--- config.mk ---
export PLATFORM = sky130hd
export DESIGN_NAME = tcce_ctrl
export DESIGN_NICKNAME = d
export VERILOG_FILES = /design/src/hw/rtl/assert_macros.svh /design/src/hw/rtl/tcce_pkg.sv /design/src/hw/rtl/tcce_ctrl.sv
export SDC_FILE = /design/constraint.sdc
export NUM_CORES = 1
export LEC_CHECK = 0
export ABC_AREA = 0
export BUFFER_PORTS_ARGS = -buffer_cell sky130_fd_sc_hd__buf_2
export CAP_MARGIN = 20
export CORE_AREA = 5 5 42 44
export DETAILED_ROUTE_END_ITERATION = 7
export DIE_AREA = 0 0 47 49
export GPL_TIMING_DRIVEN = 1
export PLACE_DENSITY_LB_ADDON = 0.15
export SYNTH_ARGS = -nofsm -noshare
export SYNTH_HDL_FRONTEND = slang
export SYNTH_SLANG_ARGS = --single-unit
--- constraint.sdc ---
create_clock -name i_clk -period 2.56 [get_ports i_clk]
set_input_delay 0.256 -clock i_clk [delete_from_list [all_inputs] [get_ports i_clk]]
set_output_delay 0.256 -clock i_clk [all_outputs]
set_load 0.02 [all_outputs]
--- src/hw/rtl/assert_macros.svh ---
// assertion macros shared by the console engine rtl
`ifndef ASSERT_MACROS_SVH
`define ASSERT_MACROS_SVH

// same-cycle implication under synchronous active-low reset
`define TCCE_ASSERT_IMP(lbl, clk, rst_n, ante, cons) \
    lbl: assert property (@(posedge clk) disable iff (!(rst_n)) (ante) |-> (cons)) \
        else $error("same-cycle implication violated");

// next-cycle implication under synchronous active-low reset
`define TCCE_ASSERT_NXT(lbl, clk, rst_n, ante, cons) \
    lbl: assert property (@(posedge clk) disable iff (!(rst_n)) (ante) |=> (cons)) \
        else $error("next-cycle implication violated");

`endif

--- src/hw/rtl/tcce_pkg.sv ---
// shared types and constants of the text console character engine
`timescale 1ns / 1ps

package tcce_pkg;

    localparam int OPCODE_W    = 2;
    localparam int CHAR_W      = 8;
    localparam int INDEX_W     = 11;
    localparam int COL_OUT_W   = 7;
    localparam int ROW_OUT_W   = 5;
    localparam int CELL_W      = 16;
    localparam int COLOR_W     = 4;
    localparam int ATTR_W      = 2 * COLOR_W;
    localparam int CFG_IDX_W   = 2;

    typedef enum logic [OPCODE_W-1:0] {
        OP_PUT   = 2'd0,
        OP_CLEAR = 2'd1,
        OP_READ  = 2'd2
    } t_opcode;

    typedef enum logic [CFG_IDX_W-1:0] {
        CFG_FG_COLOR = 2'd0,
        CFG_BG_COLOR = 2'd1
    } t_cfg_reg;

    localparam logic [CHAR_W-1:0]  CH_BS    = 8'h08;
    localparam logic [CHAR_W-1:0]  CH_HT    = 8'h09;
    localparam logic [CHAR_W-1:0]  CH_LF    = 8'h0A;
    localparam logic [CHAR_W-1:0]  CH_CR    = 8'h0D;
    localparam logic [CHAR_W-1:0]  CH_SPACE = 8'h20;

    localparam logic [COLOR_W-1:0] FG_RESET   = 4'd7;
    localparam logic [COLOR_W-1:0] BG_RESET   = 4'd0;
    localparam logic [CELL_W-1:0]  RESET_CELL = 16'h0720;

    // controller to datapath commands
    typedef struct packed {
        logic accept;
        logic init_step;
        logic blank_step;
        logic copy_step;
        logic copy_tail;
        logic read_capture;
        logic load_out;
    } t_dp_cmd;

    // datapath to controller status
    typedef struct packed {
        logic addr_last;
        logic to_scroll;
        logic to_clear;
        logic to_read;
    } t_dp_stat;

endpackage

--- src/hw/rtl/tcce_ctrl.sv ---
// controller state machine of the console engine
`timescale 1ns / 1ps

module tcce_ctrl import tcce_pkg::*; (
    input  logic     i_clk,
    input  logic     i_rst_n,
    input  logic     i_in_valid,
    output logic     o_in_ready,
    output logic     o_out_valid,
    input  logic     i_out_ready,
    input  t_dp_stat i_stat,
    output t_dp_cmd  o_cmd
);

    typedef enum logic [2:0] {
        ST_INIT,
        ST_IDLE,
        ST_READ,
        ST_COPY,
        ST_COPY_TAIL,
        ST_BLANK,
        ST_EMIT
    } t_state;

    t_state r_state;
    logic   r_out_valid;

    always_comb begin
        o_cmd      = '0;
        o_in_ready = (r_state == ST_IDLE);
        case (r_state)
            ST_INIT:      o_cmd.init_step    = 1'b1;
            ST_IDLE:      o_cmd.accept       = i_in_valid;
            ST_READ:      o_cmd.read_capture = 1'b1;
            ST_COPY:      o_cmd.copy_step    = 1'b1;
            ST_COPY_TAIL: o_cmd.copy_tail    = 1'b1;
            ST_BLANK:     o_cmd.blank_step   = 1'b1;
            ST_EMIT:      o_cmd.load_out     = !r_out_valid || i_out_ready;
            default:      o_cmd              = '0;
        endcase
    end

    assign o_out_valid = r_out_valid;

    always_ff @(posedge i_clk) begin
        if (!i_rst_n) begin
            r_state     <= ST_INIT;
            r_out_valid <= 1'b0;
        end else begin
            if (o_cmd.load_out) begin
                r_out_valid <= 1'b1;
            end else if (i_out_ready) begin
                r_out_valid <= 1'b0;
            end
            case (r_state)
                ST_INIT: begin
                    if (i_stat.addr_last) r_state <= ST_IDLE;
                end
                ST_IDLE: begin
                    if (i_in_valid) begin
                        if (i_stat.to_read) begin
                            r_state <= ST_READ;
                        end else if (i_stat.to_scroll) begin
                            r_state <= ST_COPY;
                        end else if (i_stat.to_clear) begin
                            r_state <= ST_BLANK;
                        end else begin
                            r_state <= ST_EMIT;
                        end
                    end
                end
                ST_READ:      r_state <= ST_EMIT;
                ST_COPY: begin
                    if (i_stat.addr_last) r_state <= ST_COPY_TAIL;
                end
                ST_COPY_TAIL: r_state <= ST_BLANK;
                ST_BLANK: begin
                    if (i_stat.addr_last) r_state <= ST_EMIT;
                end
                ST_EMIT: begin
                    if (o_cmd.load_out) r_state <= ST_IDLE;
                end
                default:      r_state <= ST_INIT;
            endcase
        end
    end

endmodule

==> reports/metrics.cfg, run 1 <==
[run_status]
status=finished, final reports clean

[logic_synthesis]
synth_nets=50
synth.distinct_cells=24
yosysSeqAreaShare_pct=23.4
synth-seq-cells=4
ys_warn_count=0
syn_area_um2=343
syn_avg_cell_area_um2=8.16
syn_inst=42

[sta]
hold_viol=0
rsz0062_at_grt=no
period_share_pct=64.8
worst_slew_pin_slew_ns=0.397
slew-limit-headroom_pct=73.5
clock.fmax_mhz=603
drv_slew=0
skew_ns=0.00511
period_needed_ns=1.66
setup_tns_ns=0
finalSetupViolations=0

[route]
wl_per_cell_um=11.3
final_antenna_net_count=0
drt_iter0_markers=3
drc=0
drt_wl_total_um=836
routed-via-count=346
viasPerCell=4.68
drtPass1Iterations=2

[clock_tree]
root_buffer=clkbuf_4
ctsHoldBuffers=0
clk_latency_ns=0.24
cts_tree=yes
cts_made_buffers=3
clockBufferDepth=2
clkSinkCount=4
post_cts_buffers=0
cts_htree_levels=1
path_clk_slew_ns=0.04
ctsResizeCount=0

[place]
gp_routability_congestion=0.685
dp.cells=71
portBuffers=16
dpl.hpwl_um=655

[hold_path]
hold_depth=3
hold_path_class=in -> reg

[power_and_ir_drop]
irDropWorstVdd_v=0.000519
seqPwrFrac_pct=29.9
swShare_pct=48.1
power-per-cell-area_mw_per_mm2=1130
power_frac_comb_pct=54.0
p_switching_w=0.000236
intPower_w=0.000254
power.leakage_nw=0.221
power_frac_clock_pct=16.1

[die]
dieWidth_um=47
initial_utilization_pct=24.5
dieArea_mm2=0.00230
core_mm2=0.00140
die_h_um=49
fp-row-count=14
pin_count=17

[layout]
instances_no_fill=74
diodes=0
layout_common_cells=buf_2, nor2_1, dfxtp_1
num-fill-cells=167
layout-drive-gt1-share_pct=37.9
nNetsFinal=68
postLayoutCoreUtil_pct=30.8
syn2layout_area_growth_pct=25.9
final_common_cell=buf_2

[critical_path]
worstSetupPathType=reg -> out
cp_data_arrival_time_ns=1.40
critPathMaxFanout=11
worstPathRequired_ns=2.30
cp-start-kind=flip-flop
r2r_cells=4
cp-end-kind=primary output

[grt]
grt_overflow=0
grt_pass1_wl_mm=1.32
grt_pass1_vias=316
grt_max_degree=13
antenna_found_initial=0
track_usage_pct=8.03

[run]
cap_violations=0

==> sequential cells by signal, indices dropped and copies added (netlist names) <==
name and count:
r_state 3, o_out_valid 1
==> critical path, cell delays in order (launching register included) <==
cell and delay (ns):
dfxtp_1 0.55, nand2b_1 0.24, nor2_1 0.07, and2_1 0.16, buf_2 0.15
==> per-stage QoR <==
| step | hold WS (ns) | area, um^2 | power, W | setup slack (ns) |
|---|---|---|---|---|
| 5_1_grt | 0.321 | 432 | 0.000536 | 0.789 |
| 3_3_place_gp | 0.550 | 409 | 0.000416 | 1.15 |
| 3_5_place_dp | 0.544 | 409 | 0.000415 | 1.13 |
| 2_1_floorplan | 0.394 | 343 | 0.000376 | 1.22 |
| 6_report | 0.312 | 432 | 0.000489 | 0.901 |
| 4_1_cts | 0.306 | 432 | 0.000496 | 0.891 |
==> cell usage after synthesis <==
cell type	number	area, um^2
o31ai_1	1	7.51
o22ai_1	1	6.26
nor2_1	5	18.8
o21ai_0	3	15.0
nand3_1	1	5.00
dfxtp_1	4	80.1
nand3b_4	1	20.0
nor4bb_1	1	10.0
buf_6	3	33.8
mux2i_1	2	20.0
a21oi_2	1	8.76
inv_1	2	7.51
and2_1	1	6.26
and3b_1	1	8.76
nor3_1	2	10.0
nand2_1	3	11.3
nand2b_1	3	18.8
o21ai_2	1	8.76
nor2b_1	1	6.26
o32a_1	1	10.0
a21oi_1	1	5.00
nor4b_1	1	8.76
a21boi_1	1	7.51
xnor2_1	1	8.76
==> worst paths after layout <==
kind / start / endpoint / slack, ns
setup / recovery: r_state[1] / o_cmd[6] / 0.90
hold / removal: i_rst_n / r_state[2] / 0.31
setup reg to reg: r_state[0] / r_state[1] / 1.15
hold reg to reg: o_out_valid / o_out_valid / 0.55
==> layer usage <==
| metal | share of wire, % | up-vias | GRT usage, % |
|---|---|---|---|
| met3 | 8.4 | 0 | 6.64 |
| met5 | 0 | - | 0 |
| met1 | 42 | 154 | 9.03 |
| met4 | 0 | 0 | 0 |
| li1 | - | 183 | - |
| met2 | 50 | 9 | 12.4 |
==> logic make-up after synthesis <==
family,synth area share (%)
buf+inv,12.0
compound gates,20.1
simple gates,36.1
flops,23.4
xor+xnor,2.56
mux,5.84
==> area by class of cell <==
| type | instances | area [um^2] | share of cell area [%] |
|---|---|---|---|
| multi-input cells | 33 | 221 | 51.3 |
| flip-flops and latches | 4 | 80.1 | 18.6 |
| repair buffers | 16 | 80.1 | 18.6 |
| clock buffers | 3 | 22.5 | 5.22 |
| inverters | 2 | 7.51 | 1.74 |
| well taps | 16 | 20.0 | 4.64 |
==> power by group through the flow <==
stage	Clock [W]	Combinational, W	Sequential, W
3_5_place_dp	0	0.000267	0.000147
3_3_place_gp	0	0.000267	0.000149
6_report	0.0000788	0.000264	0.000146
5_1_grt	0.0000913	0.000292	0.000152
4_1_cts	0.0000825	0.000268	0.000145
2_1_floorplan	0	0.000280	0.0000959
Note: power is estimated with default switching activity, not from simulation.
==> run 2: changes to the inputs <==
==> constraint.sdc (replaced) <==
create_clock -name i_clk -period 1.4 [get_ports i_clk]
set_input_delay 0.14 -clock i_clk [delete_from_list [all_inputs] [get_ports i_clk]]
set_output_delay 0.14 -clock i_clk [all_outputs]
set_load 0.02 [all_outputs]
==> run 2 against run 1 <==
Largest cell class unchanged. Final area increased by 9.6%. Clock power increased by 80%. Non-clock buffer count increased by 4. Critical path type unchanged. First-iteration DRC count decreased by 67%. Critical path depth unchanged.
==> reports/metrics.cfg, run 2 (synthesized netlist as in run 1, its figures left out) <==
[critical_path]
worstSetupPathType=reg -> out  ; unchanged
cp-end-kind=primary output  ; unchanged
cp-start-kind=flip-flop  ; unchanged
cpMostUsedCell=buf_4
worstPathCellList=buf_4, buf_4, nor2_1, buf_2  ; was nand2b_1, nor2_1, and2_1, buf_2
cp_data_arrival_time_ns=1.18  ; was 1.40 ns
critPathMaxFanout=7  ; was 11
slowest_delay_ns=0.36  ; was 0.55 ns
r2r-start=r_state[0]  ; unchanged
path_buf_inv=3  ; was 1
slowest_stage=dfxtp_2  ; was dfxtp_1
path_delay_family=buffers and inverters  ; was flip-flops
r2r_slack_ns=0.18  ; was 1.15 ns
worstPathRequired_ns=1.26  ; was 2.30 ns
r2r_cells=5  ; was 4
crit_start=r_state[0]  ; was r_state[1]
r2r-end=r_state[0]  ; was r_state[1]

[sta]
rsz0062_at_grt=no  ; unchanged
period_needed_ns=1.32
hold_viol=0  ; unchanged
setup_tns_ns=0  ; unchanged
worst_slew_pin_slew_ns=0.263  ; was 0.397 ns
finalSetupViolations=0  ; unchanged
drv_slew=0  ; unchanged
slew-limit-headroom_pct=82.2  ; was 73.5%
clock.fmax_mhz=758
skew_ns=0.00116  ; was 0.00511 ns
period_share_pct=94.3

[power_and_ir_drop]
p_switching_w=0.000452  ; was 0.000236 W
power_frac_comb_pct=60.0  ; was 54.0%
power.leakage_nw=0.245  ; was 0.221 nW
intPower_w=0.000545  ; was 0.000254 W
irDropWorstVdd_v=0.000986  ; was 0.000519 V
swShare_pct=45.4  ; was 48.1%
seqPwrFrac_pct=25.8  ; was 29.9%
power_frac_clock_pct=14.3  ; was 16.1%
power-per-cell-area_mw_per_mm2=2110  ; was 1130 mW/mm^2

[die]
pin_count=17  ; unchanged
core_mm2=0.00140  ; unchanged
initial_utilization_pct=24.5  ; unchanged
fp-row-count=14  ; unchanged
dieWidth_um=47  ; unchanged
dieArea_mm2=0.00230  ; unchanged
die_h_um=49  ; unchanged

[hold_path]
hold_end=r_state[2]  ; unchanged
worstHoldStart=i_rst_n  ; unchanged
hold_path_class=in -> reg  ; unchanged
hold_depth=3  ; unchanged

[place]
dp.cells=75  ; was 71
portBuffers=16  ; unchanged
gp_routability_congestion=0.725  ; was 0.685

[layout]
diodes=0  ; unchanged
final_common_cell=buf_2  ; unchanged
syn2layout_area_growth_pct=38.0  ; was 25.9%
layout_common_cells=buf_2, nor2_1, buf_4  ; was buf_2, nor2_1, dfxtp_1
layout-drive-gt1-share_pct=48.4  ; was 37.9%
regMostFlops=r_state  ; unchanged
largest_reg_flops=3  ; unchanged
nNetsFinal=72  ; was 68
instances_no_fill=78  ; was 74

[clock_tree]
clkSinkCount=4  ; unchanged
cts_tree=yes  ; unchanged
path_clk_slew_ns=0.04  ; about the same
clk_latency_ns=0.23  ; was 0.24 ns
clockBufferDepth=2  ; unchanged
cts_htree_levels=1  ; unchanged
post_cts_buffers=0  ; unchanged
ctsHoldBuffers=0  ; unchanged
cts_made_buffers=3  ; unchanged
root_buffer=clkbuf_4  ; unchanged

[grt]
grt_pass1_vias=343  ; was 316
track_usage_pct=8.66  ; was 8.03%
grt_pass1_wl_mm=1.43  ; was 1.32 mm
grt_max_degree=11  ; was 13
grt_overflow=0  ; unchanged
antenna_found_initial=0  ; unchanged

[route]
wl_per_cell_um=11.5  ; was 11.3 um
drt_iter0_markers=1  ; was 3
drtPass1Iterations=2  ; unchanged
routed-via-count=361  ; was 346
drt_wl_total_um=895  ; was 836 um
final_antenna_net_count=0  ; unchanged
drc=0  ; unchanged
viasPerCell=4.63  ; was 4.68

[run_status]
status=finished, final reports clean  ; unchanged

[run]
cap_violations=0  ; unchanged

==> run 2: changes by cell type in the layout (fill, tap and decap cells not counted), sizes merged <==
cell and change:
buf +4
==> run 2: metrics by stage <==
stage / hold WS, ns / total power, W / util (%) / setup WS (ns) / cell area [um^2]
CTS: 0.194 / 0.000989 / 33.1 / 0.0230 / 464
detailed placement: 0.453 / 0.000833 / 31.3 / 0.0871 / 439
global route: 0.218 / 0.00109 / 33.8 / 0.00679 / 473
global placement: 0.444 / 0.000837 / 31.3 / 0.0708 / 439
floorplan: 0.278 / 0.000687 / - / 0.177 / 343
finish: 0.201 / 0.000997 / 33.8 / 0.0800 / 473
==> run 2: worst max-delay path by stage <==
stage	end	cells past startpoint
final	o_cmd[1]	4
after global routing	o_cmd[2]	3
after CTS	o_cmd[6]	4
after detailed placement	r_state[0]	4
after global placement	r_state[0]	4
after floorplan	o_cmd[6]	3
==> run 2: tightest hold or removal path, delay by kind of cell <==
family	cells	cell delay [ns]
compound gates	2	0.11
buf+inv	1	0.14
==> run 2: routing by layer <==
metal | up-vias | track usage (%) | share of wire (%)
li1 | 189 | - | -
met1 | 164 | 9.87 | 44
met2 | 8 | 13.6 | 50
met3 | 0 | 5.54 | 5.7
met4 | 0 | 1.38 | 0
met5 | - | 0 | 0
==> run 2: timing repair <==
action,CTS,global route
resized for setup,2,3
setup endpoints to repair,2,2
pin swaps,0,0
==> run 2: power by group through the flow <==
stage          logic, W  clock network, W  registers (W)
2_1_floorplan  0.000511                 0       0.000175
3_3_place_gp   0.000596                 0       0.000241
3_5_place_dp   0.000594                 0       0.000239
4_1_cts        0.000596          0.000150       0.000243
5_1_grt        0.000656          0.000160       0.000271
6_report       0.000598          0.000142       0.000257
==> run 2: area by class of cell <==
type | count | area, um^2
clock buffers | 3 | 22.5
fillers | 161 | 928
inverters | 2 | 7.51
multi-input cells | 33 | 229
flip-flops and latches | 4 | 83.8
well taps | 16 | 20.0
repair buffers | 20 | 110
==> run 3: changes to the inputs <==
--- a/config.mk
+++ b/config.mk
@@ -8,11 +8,11 @@
 export ABC_AREA = 0
 export BUFFER_PORTS_ARGS = -buffer_cell sky130_fd_sc_hd__buf_2
 export CAP_MARGIN = 20
-export CORE_AREA = 5 5 42 44
+export CORE_AREA = 2 2 39 41
 export DETAILED_ROUTE_END_ITERATION = 7
-export DIE_AREA = 0 0 47 49
+export DIE_AREA = 0 0 41 43
 export GPL_TIMING_DRIVEN = 1
-export PLACE_DENSITY_LB_ADDON = 0.15
+export PLACE_DENSITY = 0.55
 export SYNTH_ARGS = -nofsm -noshare
 export SYNTH_HDL_FRONTEND = slang
 export SYNTH_SLANG_ARGS = --single-unit
==> run 3 against run 2 <==
First-iteration DRC count rose by 100%. Utilization is 0.25 points higher. Total power is 0.75% lower. Wire length decreased by 1.5%. Via count fell by 0.55%. Final cell count fell by 1.3%. Final area decreased by 0.53%. Non-clock buffer count fell by 1. Die area fell by 23%. Sequential power about the same. Sequential share of layout area increased by 0.094 points. Highest routed layer unchanged.
==> reports/metrics.cfg, run 3 (synthesized netlist as in run 1, its figures left out) <==
[layout]
multi_input_area_um2=231  ; was 229 um^2
layout-drive-gt1-share_pct=49.2  ; was 48.4%
final_common_cell=buf_2  ; unchanged
num-fill-cells=155  ; was 161
largest_reg_flops=3  ; unchanged
instances_no_fill=77  ; was 78
nNetsFinal=71  ; was 72
ff_latch_area_um2=83.8  ; unchanged
regMostFlops=r_state  ; unchanged
layout_common_cells=buf_2, nor2_1, buf_4  ; unchanged
diodes=0  ; unchanged
syn2layout_area_growth_pct=37.2  ; was 38.0%

[run_status]
status=finished, final reports clean  ; unchanged

[clock_tree]
root_buffer=clkbuf_4  ; unchanged
clockBufferDepth=2  ; unchanged
post_cts_buffers=0  ; unchanged
ctsHoldBuffers=0  ; unchanged
clkSinkCount=4  ; unchanged
path_clk_slew_ns=0.04  ; about the same
cts_tree=yes  ; unchanged
clk_latency_ns=0.24  ; was 0.23 ns
cts_made_buffers=3  ; unchanged
cts_htree_levels=1  ; unchanged

[grt]
grt_pass1_wl_mm=1.38  ; was 1.43 mm
grt_pass1_vias=340  ; was 343
track_usage_pct=11.6  ; was 8.66%
grt_max_degree=11  ; unchanged
antenna_found_initial=0  ; unchanged
grt_overflow=0  ; unchanged

[critical_path]
worstPathRequired_ns=1.26  ; about the same
cp_data_arrival_time_ns=1.17  ; was 1.18 ns
worstSetupPathType=reg -> out  ; unchanged
r2r-start=r_state[0]  ; unchanged
crit_start=r_state[1]  ; was r_state[0]
critPathMaxFanout=8  ; was 7
cp-end-kind=primary output  ; unchanged
cp-start-kind=flip-flop  ; unchanged
r2r_cells=5  ; unchanged
worstPathCellList=nand2b_4, nor2_1, and2_1, buf_2  ; was buf_4, buf_4, nor2_1, buf_2
slowest_delay_ns=0.41  ; was 0.36 ns
slowest_stage=dfxtp_2  ; unchanged

[sta]
skew_ns=0.000146  ; was 0.00116 ns
whs_ns=0.202  ; was 0.201 ns
worst_slew_pin_slew_ns=0.291  ; was 0.263 ns
fin_ws_ns=0.0917  ; was 0.0800 ns
setup_tns_ns=0  ; unchanged
period_needed_ns=1.31  ; was 1.32 ns
slew-limit-headroom_pct=80.3  ; was 82.2%
clock.fmax_mhz=764  ; was 758 MHz
drv_slew=0  ; unchanged
period_share_pct=93.5  ; was 94.3%
rsz0062_at_grt=no  ; unchanged
finalSetupViolations=0  ; unchanged
hold_viol=0  ; unchanged

[place]
portBuffers=16  ; unchanged
dpl.hpwl_um=691
dp_slack_ns=0.0727  ; was 0.0871 ns
gp_routability_congestion=0.692  ; was 0.725
dp.cells=74  ; was 75

[route]
drtPass1Iterations=2  ; unchanged
drt_wl_total_um=882  ; was 895 um
wl_per_cell_um=11.5  ; about the same
drc=0  ; unchanged
viasPerCell=4.66  ; was 4.63
drt_iter0_markers=2  ; was 1
final_antenna_net_count=0  ; unchanged
routed-via-count=359  ; was 361

[die]
pin_count=17  ; unchanged
core_mm2=0.00138  ; was 0.00140 mm^2
fp-row-count=14  ; unchanged
dieWidth_um=41  ; was 47 um
die_h_um=43  ; was 49 um
dieArea_mm2=0.00176  ; was 0.00230 mm^2
initial_utilization_pct=24.8  ; was 24.5%

[hold_path]
hold_depth=3  ; unchanged
worstHoldStart=i_rst_n  ; unchanged
hold_path_class=in -> reg  ; unchanged

[power_and_ir_drop]
power-per-cell-area_mw_per_mm2=2100  ; was 2110 mW/mm^2
irDropWorstVdd_v=0.000642  ; was 0.000986 V
power.leakage_nw=0.242  ; was 0.245 nW

[run]
cap_violations=0  ; unchanged

[run 3: cell count changes in the layout (fill, tap and decap cells not counted), sizes merged]
cell,change
buf,-1
[run 3: area by class of cell]
cell class | count | area share, %
Tap cell | 16 | 4.26
Timing Repair Buffer | 19 | 22.3
Inverter | 2 | 1.60
Sequential cell | 4 | 17.8
Clock buffer | 3 | 4.79
Multi-Input combinational cell | 33 | 49.2
[run 3: through the flow]
step / utilization, % / instance area (um^2) / power (W)
floorplan: - / 343 / 0.000687
global placement: 31.2 / 432 / 0.000804
detailed placement: 31.2 / 432 / 0.000806
CTS: 33.0 / 457 / 0.000970
global route: 34.0 / 470 / 0.00108
finish: 34.0 / 470 / 0.000989
[run 3: power by group]
| group | total, W | internal, W | switching [W] |
|---|---|---|---|
| combinational | 0.000579 | 0.000275 | 0.000304 |
| sequential | 0.000258 | 0.000162 | 0.0000959 |
| clock | 0.000153 | 0.0000965 | 0.0000561 |
[run 3: per-layer routing]
metal	global-route usage (%)	vias up	routed length [um]
met3	6.28	0	65
met2	18.4	15	451
li1	-	184	-
met1	13.4	160	365
met4	2.00	0	0
met5	0	-	0
[run 3: final timing paths]
kind	to	slack, ns
worst max-delay path	o_cmd[6]	0.09
worst min-delay path	r_state[0]	0.20
worst max register to register	r_state[1]	0.15
worst min register to register	r_state[1]	0.55
[run 3: worst max-delay path, delay by kind of cell, from the launching register on]
family | cells | cell delay, ns
buffers and inverters | 1 | 0.15
flip-flops | 1 | 0.41
AND/OR/NAND/NOR | 3 | 0.37
[run 3: what timing repair did]
item	4_1_cts	5_1_grt
gates resized for setup	2	4
hold endpoints to repair	0	0
endpoints found under the setup margin	3	3
